[config.mk]
export PLATFORM = sky130hd
export DESIGN_NAME = dda_line_rasterizer_top_flat
export DESIGN_NICKNAME = d
export VERILOG_FILES = /design/src/dda_pkg.sv /design/src/dda_cmd_if.sv /design/src/dda_pix_if.sv /design/src/dda_line_rasterizer_top.sv /design/src/dda_ctrl.sv /design/src/dda_dp.sv /design/src/flat_wrapper.sv
export SDC_FILE = /design/constraint.sdc
export NUM_CORES = 2
export LEC_CHECK = 0
export BUFFER_PORTS_ARGS = -buffer_cell sky130_fd_sc_hd__buf_4
export CORE_MARGIN = 5
export CORE_UTILIZATION = 30
export DETAILED_ROUTE_END_ITERATION = 16
export SYNTH_ARGS = -nofsm -noshare
export SYNTH_HDL_FRONTEND = slang
export SYNTH_SLANG_ARGS = --single-unit
[constraint.sdc]
create_clock -name clk_i -period 12.95 [get_ports clk_i]
set_input_delay 0.6475 -clock clk_i [delete_from_list [all_inputs] [get_ports clk_i]]
set_output_delay 0.6475 -clock clk_i [all_outputs]
set_load 0.01 [all_outputs]
[src/dda_pkg.sv]
// Package with widths, codes and control structs of the line rasterizer.
`default_nettype none
package dda_pkg;
  localparam int COORD_BITS = 16;
  localparam int FRAC_BITS = 16;
  localparam int CW = COORD_BITS;
  localparam int CNT_W = CW + 1;
  localparam int RAD_W = 2 * CW + 2;
  localparam int REM_W = CW + 3;
  localparam int NUM_W = CW + FRAC_BITS;
  localparam int STEP_W = FRAC_BITS + 2;
  localparam int POS_W = CW + FRAC_BITS + 4;
  localparam int PX_W = POS_W - FRAC_BITS;
  localparam int ROOT_ITERS = RAD_W / 2;
  localparam int DIV_ITERS = NUM_W;
  localparam int ITER_W = $clog2(DIV_ITERS + 1);
  localparam int CFG_IDX_W = 3;
  localparam int CFG_DATA_W = 16;

  localparam logic [CFG_IDX_W-1:0] CFG_WIDTH = 3'd0;
  localparam logic [CFG_IDX_W-1:0] CFG_HEIGHT = 3'd1;
  localparam logic [CFG_IDX_W-1:0] CFG_PITCH = 3'd2;
  localparam logic [CFG_IDX_W-1:0] CFG_BPP = 3'd3;
  localparam logic [CFG_IDX_W-1:0] CFG_CLAMP = 3'd4;

  localparam logic CMD_START = 1'b0;
  localparam logic CMD_STEP = 1'b1;

  typedef struct packed {
    logic load;
    logic step;
    logic sq_x;
    logic sq_y;
    logic root_it;
    logic div_it;
    logic finish;
  } dda_cmd_t;

  typedef struct packed {
    logic degenerate;
    logic active;
    logic out_busy;
  } dda_sts_t;
endpackage
`default_nettype wire

[src/dda_cmd_if.sv]
// Interface of the command item channel.
`default_nettype none
interface dda_cmd_if;
  logic valid;
  logic ready;
  logic command;
  logic signed [dda_pkg::CW-1:0] begin_x;
  logic signed [dda_pkg::CW-1:0] begin_y;
  logic signed [dda_pkg::CW-1:0] end_x;
  logic signed [dda_pkg::CW-1:0] end_y;
  logic [31:0] line_color;
  modport source(output valid, command, begin_x, begin_y, end_x, end_y, line_color,
                 input ready);
  modport sink(input valid, command, begin_x, begin_y, end_x, end_y, line_color,
               output ready);
endinterface
`default_nettype wire

[src/dda_pix_if.sv]
// Interface of the pixel item channel.
`default_nettype none
interface dda_pix_if;
  logic valid;
  logic ready;
  logic signed [dda_pkg::CW-1:0] pixel_x;
  logic signed [dda_pkg::CW-1:0] pixel_y;
  logic visible;
  logic [31:0] byte_offset;
  logic [31:0] pixel_color;
  logic last;
  modport source(output valid, pixel_x, pixel_y, visible, byte_offset, pixel_color, last,
                 input ready);
  modport sink(input valid, pixel_x, pixel_y, visible, byte_offset, pixel_color, last,
               output ready);
endinterface
`default_nettype wire

[src/dda_line_rasterizer_top.sv]
// Top level of the line rasterizer: controller, datapath and channel wiring.
// A step item is taken every cycle while a line is active and the pixel output register is
// free or being emptied, giving one pixel per cycle. A start item occupies the block while it forms
// the squared length on one shared multiplier, then runs the bit-pair square root and then the
// two bit-serial dividers that form the per-axis steps; a start whose endpoints coincide
// returns at once. A step with no active line is taken and dropped.
`default_nettype none
module dda_line_rasterizer_top (
  input  wire logic                           clk_i,
  input  wire logic                           rst_ni,
  input  wire logic                           cfg_we_i,
  input  wire logic [dda_pkg::CFG_IDX_W-1:0]  cfg_idx_i,
  input  wire logic [dda_pkg::CFG_DATA_W-1:0] cfg_wdata_i,
  dda_cmd_if.sink                             cmd_i,
  dda_pix_if.source                           pix_o
);
  dda_pkg::dda_cmd_t cmd;
  dda_pkg::dda_sts_t sts;

  dda_ctrl u_ctrl (
    .clk_i       (clk_i),
    .rst_ni      (rst_ni),
    .in_valid_i  (cmd_i.valid),
    .in_command_i(cmd_i.command),
    .in_ready_o  (cmd_i.ready),
    .sts_i       (sts),
    .cmd_o       (cmd)
  );

  dda_dp u_dp (
    .clk_i        (clk_i),
    .rst_ni       (rst_ni),
    .cfg_we_i     (cfg_we_i),
    .cfg_idx_i    (cfg_idx_i),
    .cfg_wdata_i  (cfg_wdata_i),
    .begin_x_i    (cmd_i.begin_x),
    .begin_y_i    (cmd_i.begin_y),
    .end_x_i      (cmd_i.end_x),
    .end_y_i      (cmd_i.end_y),
    .line_color_i (cmd_i.line_color),
    .out_ready_i  (pix_o.ready),
    .out_valid_o  (pix_o.valid),
    .pixel_x_o    (pix_o.pixel_x),
    .pixel_y_o    (pix_o.pixel_y),
    .visible_o    (pix_o.visible),
    .byte_offset_o(pix_o.byte_offset),
    .pixel_color_o(pix_o.pixel_color),
    .last_o       (pix_o.last),
    .cmd_i        (cmd),
    .sts_o        (sts)
  );
endmodule
`default_nettype wire

[src/dda_ctrl.sv]
// Controller state machine that sequences line setup and pixel steps.
`default_nettype none
module dda_ctrl (
  input  wire logic             clk_i,
  input  wire logic             rst_ni,
  input  wire logic             in_valid_i,
  input  wire logic             in_command_i,
  output logic                  in_ready_o,
  input  dda_pkg::dda_sts_t     sts_i,
  output dda_pkg::dda_cmd_t     cmd_o
);
  typedef enum logic [4:0] {
    ST_IDLE = 5'b00001,
    ST_SQX  = 5'b00010,
    ST_SQY  = 5'b00100,
    ST_ROOT = 5'b01000,
    ST_DIV  = 5'b10000
  } state_e;

  state_e state_q, state_d;
  logic [dda_pkg::ITER_W-1:0] cnt_q, cnt_d;
  logic fire;
  logic root_last, div_last;

  assign in_ready_o = (state_q == ST_IDLE) && !sts_i.out_busy;
  assign fire = in_valid_i && in_ready_o;
  assign root_last = cnt_q == dda_pkg::ITER_W'(dda_pkg::ROOT_ITERS - 1);
  assign div_last = cnt_q == dda_pkg::ITER_W'(dda_pkg::DIV_ITERS - 1);

  always_comb begin
    state_d = state_q;
    cnt_d = cnt_q;
    cmd_o = '0;
    case (state_q)
      ST_IDLE: begin
        cmd_o.load = fire && (in_command_i == dda_pkg::CMD_START);
        cmd_o.step = fire && (in_command_i == dda_pkg::CMD_STEP) && sts_i.active;
        if (cmd_o.load && !sts_i.degenerate) begin
          state_d = ST_SQX;
        end
      end
      ST_SQX: begin
        cmd_o.sq_x = 1'b1;
        state_d = ST_SQY;
      end
      ST_SQY: begin
        cmd_o.sq_y = 1'b1;
        cnt_d = '0;
        state_d = ST_ROOT;
      end
      ST_ROOT: begin
        cmd_o.root_it = 1'b1;
        cnt_d = cnt_q + 1'b1;
        if (root_last) begin
          cnt_d = '0;
          state_d = ST_DIV;
        end
      end
      ST_DIV: begin
        cmd_o.div_it = 1'b1;
        cnt_d = cnt_q + 1'b1;
        if (div_last) begin
          cmd_o.finish = 1'b1;
          state_d = ST_IDLE;
        end
      end
      default: begin
        state_d = ST_IDLE;
      end
    endcase
  end

  always_ff @(posedge clk_i or negedge rst_ni) begin
    if (!rst_ni) begin
      state_q <= ST_IDLE;
      cnt_q <= '0;
    end else begin
      state_q <= state_d;
      cnt_q <= cnt_d;
    end
  end
endmodule
`default_nettype wire

[src/dda_dp.sv]
// Datapath with setup root and dividers, position walk and pixel output register.
`default_nettype none
module dda_dp (
  input  wire logic                              clk_i,
  input  wire logic                              rst_ni,
  input  wire logic                              cfg_we_i,
  input  wire logic [dda_pkg::CFG_IDX_W-1:0]     cfg_idx_i,
  input  wire logic [dda_pkg::CFG_DATA_W-1:0]    cfg_wdata_i,
  input  wire logic signed [dda_pkg::CW-1:0]     begin_x_i,
  input  wire logic signed [dda_pkg::CW-1:0]     begin_y_i,
  input  wire logic signed [dda_pkg::CW-1:0]     end_x_i,
  input  wire logic signed [dda_pkg::CW-1:0]     end_y_i,
  input  wire logic [31:0]                       line_color_i,
  input  wire logic                              out_ready_i,
  output logic                                   out_valid_o,
  output logic signed [dda_pkg::CW-1:0]          pixel_x_o,
  output logic signed [dda_pkg::CW-1:0]          pixel_y_o,
  output logic                                   visible_o,
  output logic [31:0]                            byte_offset_o,
  output logic [31:0]                            pixel_color_o,
  output logic                                   last_o,
  input  dda_pkg::dda_cmd_t                      cmd_i,
  output dda_pkg::dda_sts_t                      sts_o
);
  localparam int CW = dda_pkg::CW;
  localparam int FB = dda_pkg::FRAC_BITS;

  logic [14:0] width_q, height_q;
  logic [15:0] pitch_q;
  logic [5:0] bpp_q;
  logic clamp_q;

  logic signed [CW-1:0] bx, by, ex, ey;
  logic signed [CW:0] dx, dy;
  logic [CW-1:0] absx_q, absy_q;
  logic negx_q, negy_q;
  logic [31:0] color_q;
  logic [dda_pkg::RAD_W-1:0] rad_q;
  logic [dda_pkg::REM_W-1:0] rem_q;
  logic [dda_pkg::CNT_W-1:0] root_q;
  logic [dda_pkg::NUM_W-1:0] numx_q, numy_q;
  logic [dda_pkg::CNT_W-1:0] remx_q, remy_q;
  logic signed [dda_pkg::POS_W-1:0] pos_x_q, pos_y_q;
  logic signed [dda_pkg::STEP_W-1:0] step_x_q, step_y_q;
  logic [dda_pkg::CNT_W-1:0] left_q;
  logic active_q;
  logic out_valid_q;

  logic [CW-1:0] sq_op;
  logic [2*CW-1:0] sq;
  logic [dda_pkg::REM_W+1:0] rem_ext, trial;
  logic root_ge;
  logic [dda_pkg::CNT_W:0] rx, ry;
  logic gex, gey;
  logic signed [dda_pkg::PX_W-1:0] px, py;
  logic vis;
  logic [CW-1:0] pxu, pyu;

  function automatic logic signed [CW-1:0] clamp_to(logic signed [CW-1:0] v,
                                                     logic [14:0] hi);
    logic signed [CW+15:0] ve;
    logic signed [CW+15:0] he;
    ve = (CW+16)'(v);
    he = $signed((CW+16)'(hi));
    if (v < 0) return '0;
    if (ve > he) return CW'(he);
    return v;
  endfunction

  always_comb begin
    bx = clamp_q ? clamp_to(begin_x_i, width_q) : begin_x_i;
    by = clamp_q ? clamp_to(begin_y_i, height_q) : begin_y_i;
    ex = clamp_q ? clamp_to(end_x_i, width_q) : end_x_i;
    ey = clamp_q ? clamp_to(end_y_i, height_q) : end_y_i;
    dx = (CW+1)'(ex) - (CW+1)'(bx);
    dy = (CW+1)'(ey) - (CW+1)'(by);
  end

  assign sts_o.degenerate = (bx == ex) && (by == ey);
  assign sts_o.active = active_q;
  assign sts_o.out_busy = out_valid_q && !out_ready_i;

  assign sq_op = cmd_i.sq_x ? absx_q : absy_q;
  assign sq = sq_op * sq_op;

  assign rem_ext = {rem_q, rad_q[dda_pkg::RAD_W-1 -: 2]};
  assign trial = (dda_pkg::REM_W+2)'({root_q, 2'b01});
  assign root_ge = rem_ext >= trial;

  assign rx = {remx_q, numx_q[dda_pkg::NUM_W-1]};
  assign ry = {remy_q, numy_q[dda_pkg::NUM_W-1]};
  assign gex = rx >= {1'b0, root_q};
  assign gey = ry >= {1'b0, root_q};

  always_comb begin
    px = dda_pkg::PX_W'(pos_x_q >>> FB);
    py = dda_pkg::PX_W'(pos_y_q >>> FB);
    if (pos_x_q[dda_pkg::POS_W-1] && (pos_x_q[FB-1:0] != '0)) px = px + 1'b1;
    if (pos_y_q[dda_pkg::POS_W-1] && (pos_y_q[FB-1:0] != '0)) py = py + 1'b1;
    vis = !px[dda_pkg::PX_W-1] && !py[dda_pkg::PX_W-1]
          && (px <= $signed(dda_pkg::PX_W'(width_q)))
          && (py <= $signed(dda_pkg::PX_W'(height_q)));
    pxu = CW'(px);
    pyu = CW'(py);
  end

  always_ff @(posedge clk_i or negedge rst_ni) begin
    if (!rst_ni) begin
      width_q <= 15'd1920;
      height_q <= 15'd1080;
      pitch_q <= 16'd7680;
      bpp_q <= 6'd32;
      clamp_q <= 1'b0;
      active_q <= 1'b0;
      out_valid_q <= 1'b0;
    end else begin
      if (cfg_we_i) begin
        case (cfg_idx_i)
          dda_pkg::CFG_WIDTH: width_q <= cfg_wdata_i[14:0];
          dda_pkg::CFG_HEIGHT: height_q <= cfg_wdata_i[14:0];
          dda_pkg::CFG_PITCH: pitch_q <= cfg_wdata_i;
          dda_pkg::CFG_BPP: bpp_q <= cfg_wdata_i[5:0];
          dda_pkg::CFG_CLAMP: clamp_q <= cfg_wdata_i[0];
          default: ;
        endcase
      end
      if (cmd_i.load) begin
        active_q <= 1'b0;
      end else if (cmd_i.finish) begin
        active_q <= 1'b1;
      end else if (cmd_i.step) begin
        active_q <= left_q != dda_pkg::CNT_W'(1);
      end
      if (cmd_i.step) begin
        out_valid_q <= 1'b1;
      end else if (out_ready_i) begin
        out_valid_q <= 1'b0;
      end
    end
  end

  always_ff @(posedge clk_i) begin
    if (cmd_i.load) begin
      color_q <= line_color_i;
      absx_q <= CW'(dx[CW] ? -dx : dx);
      absy_q <= CW'(dy[CW] ? -dy : dy);
      negx_q <= dx[CW];
      negy_q <= dy[CW];
      pos_x_q <= dda_pkg::POS_W'(bx) <<< FB;
      pos_y_q <= dda_pkg::POS_W'(by) <<< FB;
    end
    if (cmd_i.sq_x) begin
      rad_q <= dda_pkg::RAD_W'(sq);
      rem_q <= '0;
      root_q <= '0;
    end
    if (cmd_i.sq_y) begin
      rad_q <= rad_q + dda_pkg::RAD_W'(sq);
      numx_q <= {absx_q, {FB{1'b0}}};
      numy_q <= {absy_q, {FB{1'b0}}};
      remx_q <= '0;
      remy_q <= '0;
    end
    if (cmd_i.root_it) begin
      rad_q <= rad_q << 2;
      rem_q <= dda_pkg::REM_W'(root_ge ? rem_ext - trial : rem_ext);
      root_q <= {root_q[dda_pkg::CNT_W-2:0], root_ge};
    end
    if (cmd_i.div_it) begin
      remx_q <= dda_pkg::CNT_W'(gex ? rx - {1'b0, root_q} : rx);
      remy_q <= dda_pkg::CNT_W'(gey ? ry - {1'b0, root_q} : ry);
      numx_q <= {numx_q[dda_pkg::NUM_W-2:0], gex};
      numy_q <= {numy_q[dda_pkg::NUM_W-2:0], gey};
    end
    if (cmd_i.finish) begin
      step_x_q <= negx_q ? -dda_pkg::STEP_W'({numx_q[dda_pkg::NUM_W-2:0], gex})
                         : dda_pkg::STEP_W'({numx_q[dda_pkg::NUM_W-2:0], gex});
      step_y_q <= negy_q ? -dda_pkg::STEP_W'({numy_q[dda_pkg::NUM_W-2:0], gey})
                         : dda_pkg::STEP_W'({numy_q[dda_pkg::NUM_W-2:0], gey});
      left_q <= root_q;
    end
    if (cmd_i.step) begin
      pos_x_q <= pos_x_q + dda_pkg::POS_W'(step_x_q);
      pos_y_q <= pos_y_q + dda_pkg::POS_W'(step_y_q);
      left_q <= left_q - 1'b1;
      pixel_x_o <= CW'(px);
      pixel_y_o <= CW'(py);
      visible_o <= vis;
      byte_offset_o <= vis ? 32'(pyu * pitch_q) + 32'(pxu * bpp_q[5:3]) : 32'd0;
      pixel_color_o <= color_q;
      last_o <= left_q == dda_pkg::CNT_W'(1);
    end
  end

  assign out_valid_o = out_valid_q;
endmodule
`default_nettype wire

[src/flat_wrapper.sv]
// flat-port wrapper written by rule: the top's interface ports become plain ports
module dda_line_rasterizer_top_flat 
  (clk_i, rst_ni, cfg_we_i, cfg_idx_i, cfg_wdata_i, cmd_i_valid, cmd_i_command, cmd_i_begin_x, cmd_i_begin_y, cmd_i_end_x, cmd_i_end_y, cmd_i_line_color, cmd_i_ready, pix_o_valid, pix_o_pixel_x, pix_o_pixel_y, pix_o_visible, pix_o_byte_offset, pix_o_pixel_color, pix_o_last, pix_o_ready);
  dda_cmd_if cmd_i_i ();
  dda_pix_if pix_o_i ();
  input  wire logic clk_i;
  input  wire logic rst_ni;
  input  wire logic cfg_we_i;
  input  wire logic [dda_pkg::CFG_IDX_W-1:0] cfg_idx_i;
  input  wire logic [dda_pkg::CFG_DATA_W-1:0] cfg_wdata_i;
  input wire logic [$bits(cmd_i_i.valid)-1:0] cmd_i_valid;
  input wire logic [$bits(cmd_i_i.command)-1:0] cmd_i_command;
  input wire logic [$bits(cmd_i_i.begin_x)-1:0] cmd_i_begin_x;
  input wire logic [$bits(cmd_i_i.begin_y)-1:0] cmd_i_begin_y;
  input wire logic [$bits(cmd_i_i.end_x)-1:0] cmd_i_end_x;
  input wire logic [$bits(cmd_i_i.end_y)-1:0] cmd_i_end_y;
  input wire logic [$bits(cmd_i_i.line_color)-1:0] cmd_i_line_color;
  output wire logic [$bits(cmd_i_i.ready)-1:0] cmd_i_ready;
  output wire logic [$bits(pix_o_i.valid)-1:0] pix_o_valid;
  output wire logic [$bits(pix_o_i.pixel_x)-1:0] pix_o_pixel_x;
  output wire logic [$bits(pix_o_i.pixel_y)-1:0] pix_o_pixel_y;
  output wire logic [$bits(pix_o_i.visible)-1:0] pix_o_visible;
  output wire logic [$bits(pix_o_i.byte_offset)-1:0] pix_o_byte_offset;
  output wire logic [$bits(pix_o_i.pixel_color)-1:0] pix_o_pixel_color;
  output wire logic [$bits(pix_o_i.last)-1:0] pix_o_last;
  input wire logic [$bits(pix_o_i.ready)-1:0] pix_o_ready;
  assign cmd_i_i.valid = cmd_i_valid;
  assign cmd_i_i.command = cmd_i_command;
  assign cmd_i_i.begin_x = cmd_i_begin_x;
  assign cmd_i_i.begin_y = cmd_i_begin_y;
  assign cmd_i_i.end_x = cmd_i_end_x;
  assign cmd_i_i.end_y = cmd_i_end_y;
  assign cmd_i_i.line_color = cmd_i_line_color;
  assign cmd_i_ready = cmd_i_i.ready;
  assign pix_o_valid = pix_o_i.valid;
  assign pix_o_pixel_x = pix_o_i.pixel_x;
  assign pix_o_pixel_y = pix_o_i.pixel_y;
  assign pix_o_visible = pix_o_i.visible;
  assign pix_o_byte_offset = pix_o_i.byte_offset;
  assign pix_o_pixel_color = pix_o_i.pixel_color;
  assign pix_o_last = pix_o_i.last;
  assign pix_o_i.ready = pix_o_ready;
  dda_line_rasterizer_top u_core (.clk_i(clk_i), .rst_ni(rst_ni), .cfg_we_i(cfg_we_i), .cfg_idx_i(cfg_idx_i), .cfg_wdata_i(cfg_wdata_i), .cmd_i(cmd_i_i), .pix_o(pix_o_i));
endmodule
Word-level counts from Yosys, hierarchy flattened
Index checks and enable logic that the tools add are counted.

storage, ports and cells
  register bits after elaboration = 523
  input bits = 121
  output and inout port bits = 100

cells by class
  add/subtract/negate cells = 17
  multipliers = 3
  order comparisons = 13
  equality and inequality tests = 18
  mux-type cells = 79
  bitwise logic cells = 1
  reduce and logical (&&, ||, !) cells = 36

operator list
  operator               number
  $mux 16                23
  $mux 17                9
  $mux 36                4
  $mux 32                4
  $mux 34                3
  $add 36x18->36         2
  $gt 16x16->1           4
  $lt 16x1->1 const B    4
  $mul 16x16->32         2
  $mux 19                3
  $add 20x1->20 const B  2
  $le 20x16->1           2
  $mux 20                2
  $ge 18x17->1           2
  $mux 18                2
  $neg 18->18            2
  $add 34x32->34         1
  $sub 16x16->17         2
  $sub 17x17->17         2
  $add 32x19->32         1
  $eq 16x16->1           2
  $neg 16->16            2
  $reduce_bool 16->1     2
  $pmux 5 s5             1
  other kinds (31)       84

Depth between registers and ports, before layout
  word-level depth = 12
  depth in mapped cells = 42

By module
Synthesis repeated with hierarchy kept, for this count alone.

unflattened totals
  cells, all modules = 5472
  area, all modules = 52233.8 µm²

by module, submodules not included
  module    times used  cells each  area an instance (µm²)
  dda_dp    1           5390        51529.4
  dda_ctrl  1           82          704.4

Worst setup path before layout
Ideal clock, no wire load.

  path type = reg-to-reg
  start = register u_core.u_ctrl.state_q[0]
  end = register u_core.u_dp.rad_q[30] (netlist bit) (data pin)
  arrival = 9.071 ns
  data required time = 12.689 ns
  slack = 3.619 ns
  stages on the path, launching flop included = 40
  path buffers = 3
  period minus slack after synthesis = 9.331 ns
  path through = dfstp_2 nor3_1 nand3b_1 clkbuf_1 clkbuf_1 nand2_1 nand2_1 clkbuf_1 nand2_1 fa_1 inv_1 fa_1 inv_1 fa_1 inv_1 fa_1 fa_1 inv_1 [... 4 more ...] nand2_1 or3_1 o41ai_2 nor2_2 a21o_1 a21oi_1 xnor2_1 ha_1 a2111oi_0 o21ai_0 a32oi_1 o31ai_1 a211oi_1 o21bai_1 a21oi_1 xor2_1 nor2_1 a221o_1

on the way
  cells in the longest elaborated chain, start to end = 7
  elaborated cells between the ends (all ways) = 12

ends and longest elaborated chain
  what                                       RTL line                      source
  start, declared                            dda_ctrl.sv:20                state_e state_q, state_d;
  start signal, assigned                     dda_ctrl.sv:78                state_q <= state_d;
  $eq 5x2->1                                 dda_ctrl.sv:34                case (state_q)
  $mux 1                                     dda_ctrl.sv:34
  $mux 16                                    dda_dp.sv:83                  assign sq_op = cmd_i.sq_x ? absx_q : absy_q;
  $mul 16x16->32                             dda_dp.sv:84                  assign sq = sq_op * sq_op;
  $add 34x32->34 or $mux 34 (tied branches)  dda_dp.sv:158, dda_dp.sv:152
  $mux 34                                    dda_dp.sv:157                 if (cmd_i.sq_y) begin
  $mux 34 (*)                                dda_dp.sv:164                 if (cmd_i.root_it) begin
  end signal, assigned                       dda_dp.sv:153                 rad_q <= dda_pkg::RAD_W'(sq);
  end signal, assigned                       dda_dp.sv:158                 rad_q <= rad_q + dda_pkg::RAD_W'(sq);
  end signal, assigned                       dda_dp.sv:165                 rad_q <= rad_q << 2;
  end, declared                              dda_dp.sv:38                  logic [dda_pkg::RAD_W-1:0] rad_q;

Every way passes the cells marked *; elsewhere a longest branch is shown, timed or not. The select of a mux whose other input is x is not followed.
A chain may end at the register's enable or synchronous reset.

Final worst setup path
  start = register u_core.u_ctrl.state_q[2]
  end = register u_core.u_dp.rad_q[30] (netlist bit) (data pin)

The elaborated chain is that of the path after synthesis.

==> summary.txt <==
Clock network
  • CTS root buf: clkbuf_16
  • Clock latency on the worst-skew pair: about 0.69 ns
  • Post-CTS setup buffers: 0
  • TritonCTS clock tree: yes
  • Post-CTS Hold Fix Bufs: 1
  • Sink Count: 520
  • Clock Tree Buf Depth: 3
  • H-tree levels: 2
  • Clock slew at reported path FFs: roughly 0.060 ns
  • CTS resizes: 0
  • Num CTS Buffers: 61

Job
  • Max Cap Viol: 0

Setup path
  • Critical path's slowest cell: fa_1
  • Reg-to-reg endpoint: u_core.u_dp.rad_q[30]$_DFFE_PP_
  • Max incr delay on CP: between 0.5 and 0.6 ns
  • Crit Path Class: reg -> reg
  • CP Max Fanout: 24
  • Worst reg2reg path startpoint: u_core.u_ctrl.state_q[2]$_DFFE_PN0P_
  • Setup crit start kind: flop
  • Crit. End Element: flop
  • CP Data Required Time: roughly 13 ns
  • Worst R2R Setup Slack: 2.54 ns
  • Reg2Reg Depth: 38
  • Arrival time worst endpoint: 10.79 ns

STA
  • Worst Skew: around 0.064 ns
  • Slew @ Worst Pin: around 1.2 ns
  • Max-slew violations: 0
  • Final setup TNS: 0 ns
  • Tcrit/Tclk final: 0.804
  • Tmin final: ~10 ns
  • Relative slew slack: 0.208
  • Final setup fails: 0
  • RSZ-0062 raised after global routing: false
  • Fin. Hold Viols: 0
  • Highest clock rate: 96.1 MHz

Placement
  • RD Place Congestion: 0.913
  • Dpl hpwl: 113000 µm
  • Post-DP Area: 55400 µm²
  • Port Buffers: 220

Logic synthesis
  • Register area share after synthesis: 0.300
  • Syn nets: 6377
  • Ys flop type: edfxtp_1
  • Commonest cells in the synthesized netlist: 674 x inv_1, 655 x nand2_1, 509 x ha_1, 455 x edfxtp_1, 408 x fa_1
  • Synth area leader: edfxtp_1
  • Cell variety after synth: ~110
  • Number of flops mapped to enable cells by yosys: roughly 460
  • Yosys warns: 0
  • Register bit total from synthesis: 520
  • Post-synth top area share: 0.268
  • Cells after Synth: 5339
  • Ys async rst share: 0.121
  • Synthesized area: roughly 51000 µm²
  • Mean post-synth cell area: between 9 and 10 µm²
  • Most numerous cell in the Yosys netlist: inv_1
  • Largest cells by area after synthesis: edfxtp_1 27%, fa_1 16%, ha_1 12%, inv_1 5.0%, nand2_1 4.8%

Routing
  • DR pass1 iterations: 6
  • Routed WL: about 140000 µm
  • DRC viols: 0
  • Via/cell ratio: 5.06
  • DR WL/cell: 18.6 µm
  • DRT iter0 DRCs: between 2000 and 3000
  • Post-DRT Antenna Nets: 0
  • Total number of vias: roughly 39000

Min path
  • Hold Path Class: in -> reg
  • Hold Crit Start: cmd_i_line_color[26]
  • Worst hold endpoint: u_core.u_dp.color_q[26]$_DFFE_PP_
  • Worst hold stages: 1

Die
  • Full die area: ~180000 µm²
  • Top Ports: roughly 220
  • Initial Utilization: 0.301
  • Core area: 169000 µm²
  • Row Count: between 150 and 200
  • Die Wd: around 420 µm
  • Die Ht: 422 µm

Layout
  • Final Util: 0.339
  • Fillcell total: ~17000
  • Design area: around 57000 µm²
  • Share of cells above drive strength 1: 0.0888
  • Final net count: roughly 6600
  • Syn-to-layout area delta: 12.6%

Global route
  • Total gr overflow: 0
  • Largest net degree at the start of global routing: 100
  • GRT Total Usage: 0.159
  • Initial antenna violation count: 9
  • Vias in the first global route: between 30000 and 40000
  • First-pass GRT wire length: between 200000 and 250000 µm

Status
  • Status: finished clean
## critical path: cells and delay by family, from the launching register on
kind                       cells  cell delay, ns
AOI/OAI and AO/OA             12            2.55
buffers and inverters          7            1.13
and+or+nand+nor                9            1.88
xor gates and xnor gates       2            0.32
DFF                            1            0.42
adders and majority gates      8            3.76
## kinds of logic after synthesis
group	after synthesis	share of synthesized area
AOI/OAI and AO/OA	1035	0.133
and+or+nand+nor	1657	0.154
adders and majority gates	918	0.285
muxes	60	0.0124
xor gates and xnor gates	307	0.0529
buffers and inverters	842	0.0625
DFF	520	0.300
## cell type report
cell class	instances	area, µm²	area share
multi-input cells	3977	32600	0.568
flip-flops and latches	520	15300	0.266
well taps	2218	2780	0.0483
inverters	681	2560	0.0446
repair buffers	283	2140	0.0372
clock buffers	74	1620	0.0281
clock inverters	40	404	0.00704
diodes	6	15.0	0.000261
## per-layer routing
metal  global-route usage  part of all wire
met2                0.265              0.47
met4               0.0445             0.028
met1                0.215              0.44
met5                    0           0.00036
met3               0.0215             0.059
## cell usage in the layout, fill, tap and decap left out, types with 81 or more instances in the layout
master      n
inv_1     673
nand2_1   654
ha_1      509
edfxtp_1  455
fa_1      408
nor2_1    347
a21oi_1   287
buf_4     281
xnor2_1   210
o21ai_0   205
and2_1    199
a21o_1    121
xor2_1     95
nor3_1     81
## state kept, by name, indices dropped and copies added (netlist names), 16 cells and up
register / cells
u_core.u_dp.remy_q: 17
u_core.u_dp.rad_q: 34
u_core.u_dp.left_q: 17
u_core.u_dp.remx_q: 17
u_core.u_dp.absy_q: 16
u_core.u_dp.pixel_color_o: 32
u_core.u_dp.pixel_x_o: 16
u_core.u_dp.pos_x_q: 36
u_core.u_dp.pitch_q: 16
u_core.u_dp.step_x_q: 18
u_core.u_dp.absx_q: 16
u_core.u_dp.root_q: 17
u_core.u_dp.step_y_q: 18
u_core.u_dp.numx_q: 32
u_core.u_dp.pixel_y_o: 16
u_core.u_dp.numy_q: 32
u_core.u_dp.rem_q: 19
u_core.u_dp.color_q: 32
u_core.u_dp.pos_y_q: 36
u_core.u_dp.byte_offset_o: 32
## stage by stage
step,hold slack (ns),setup WS [ns],cells
2_1_floorplan,0.352,3.62,5339
5_1_grt,0.104,1.99,7795
3_5_place_dp,0.405,2.66,7678
6_report,0.135,2.54,7799
3_3_place_gp,0.401,2.92,7678
4_1_cts,0.0894,2.61,7793
## how the worst max path moves through the flow
stage	from	endpoint	depth (start not counted)
floorplan	u_core.u_ctrl.state_q[0]$_DFFE_PN1P_	u_core.u_dp.rad_q[30]$_DFFE_PP_	39
global placement	u_core.u_ctrl.state_q[3]$_DFFE_PN0P_	u_core.u_dp.rad_q[30]$_DFFE_PP_	38
detailed placement	u_core.u_ctrl.state_q[3]$_DFFE_PN0P_	u_core.u_dp.rad_q[30]$_DFFE_PP_	38
CTS	u_core.u_ctrl.state_q[2]$_DFFE_PN0P_	u_core.u_dp.rad_q[30]$_DFFE_PP_	38
global route	u_core.u_ctrl.state_q[3]$_DFFE_PN0P_	u_core.u_dp.rad_q[30]$_DFFE_PP_	38
finish	u_core.u_ctrl.state_q[2]$_DFFE_PN0P_	u_core.u_dp.rad_q[30]$_DFFE_PP_	38
Power is not shown: default switching activity piles up to over one toggle a cycle in this logic, so the estimate is an artifact.
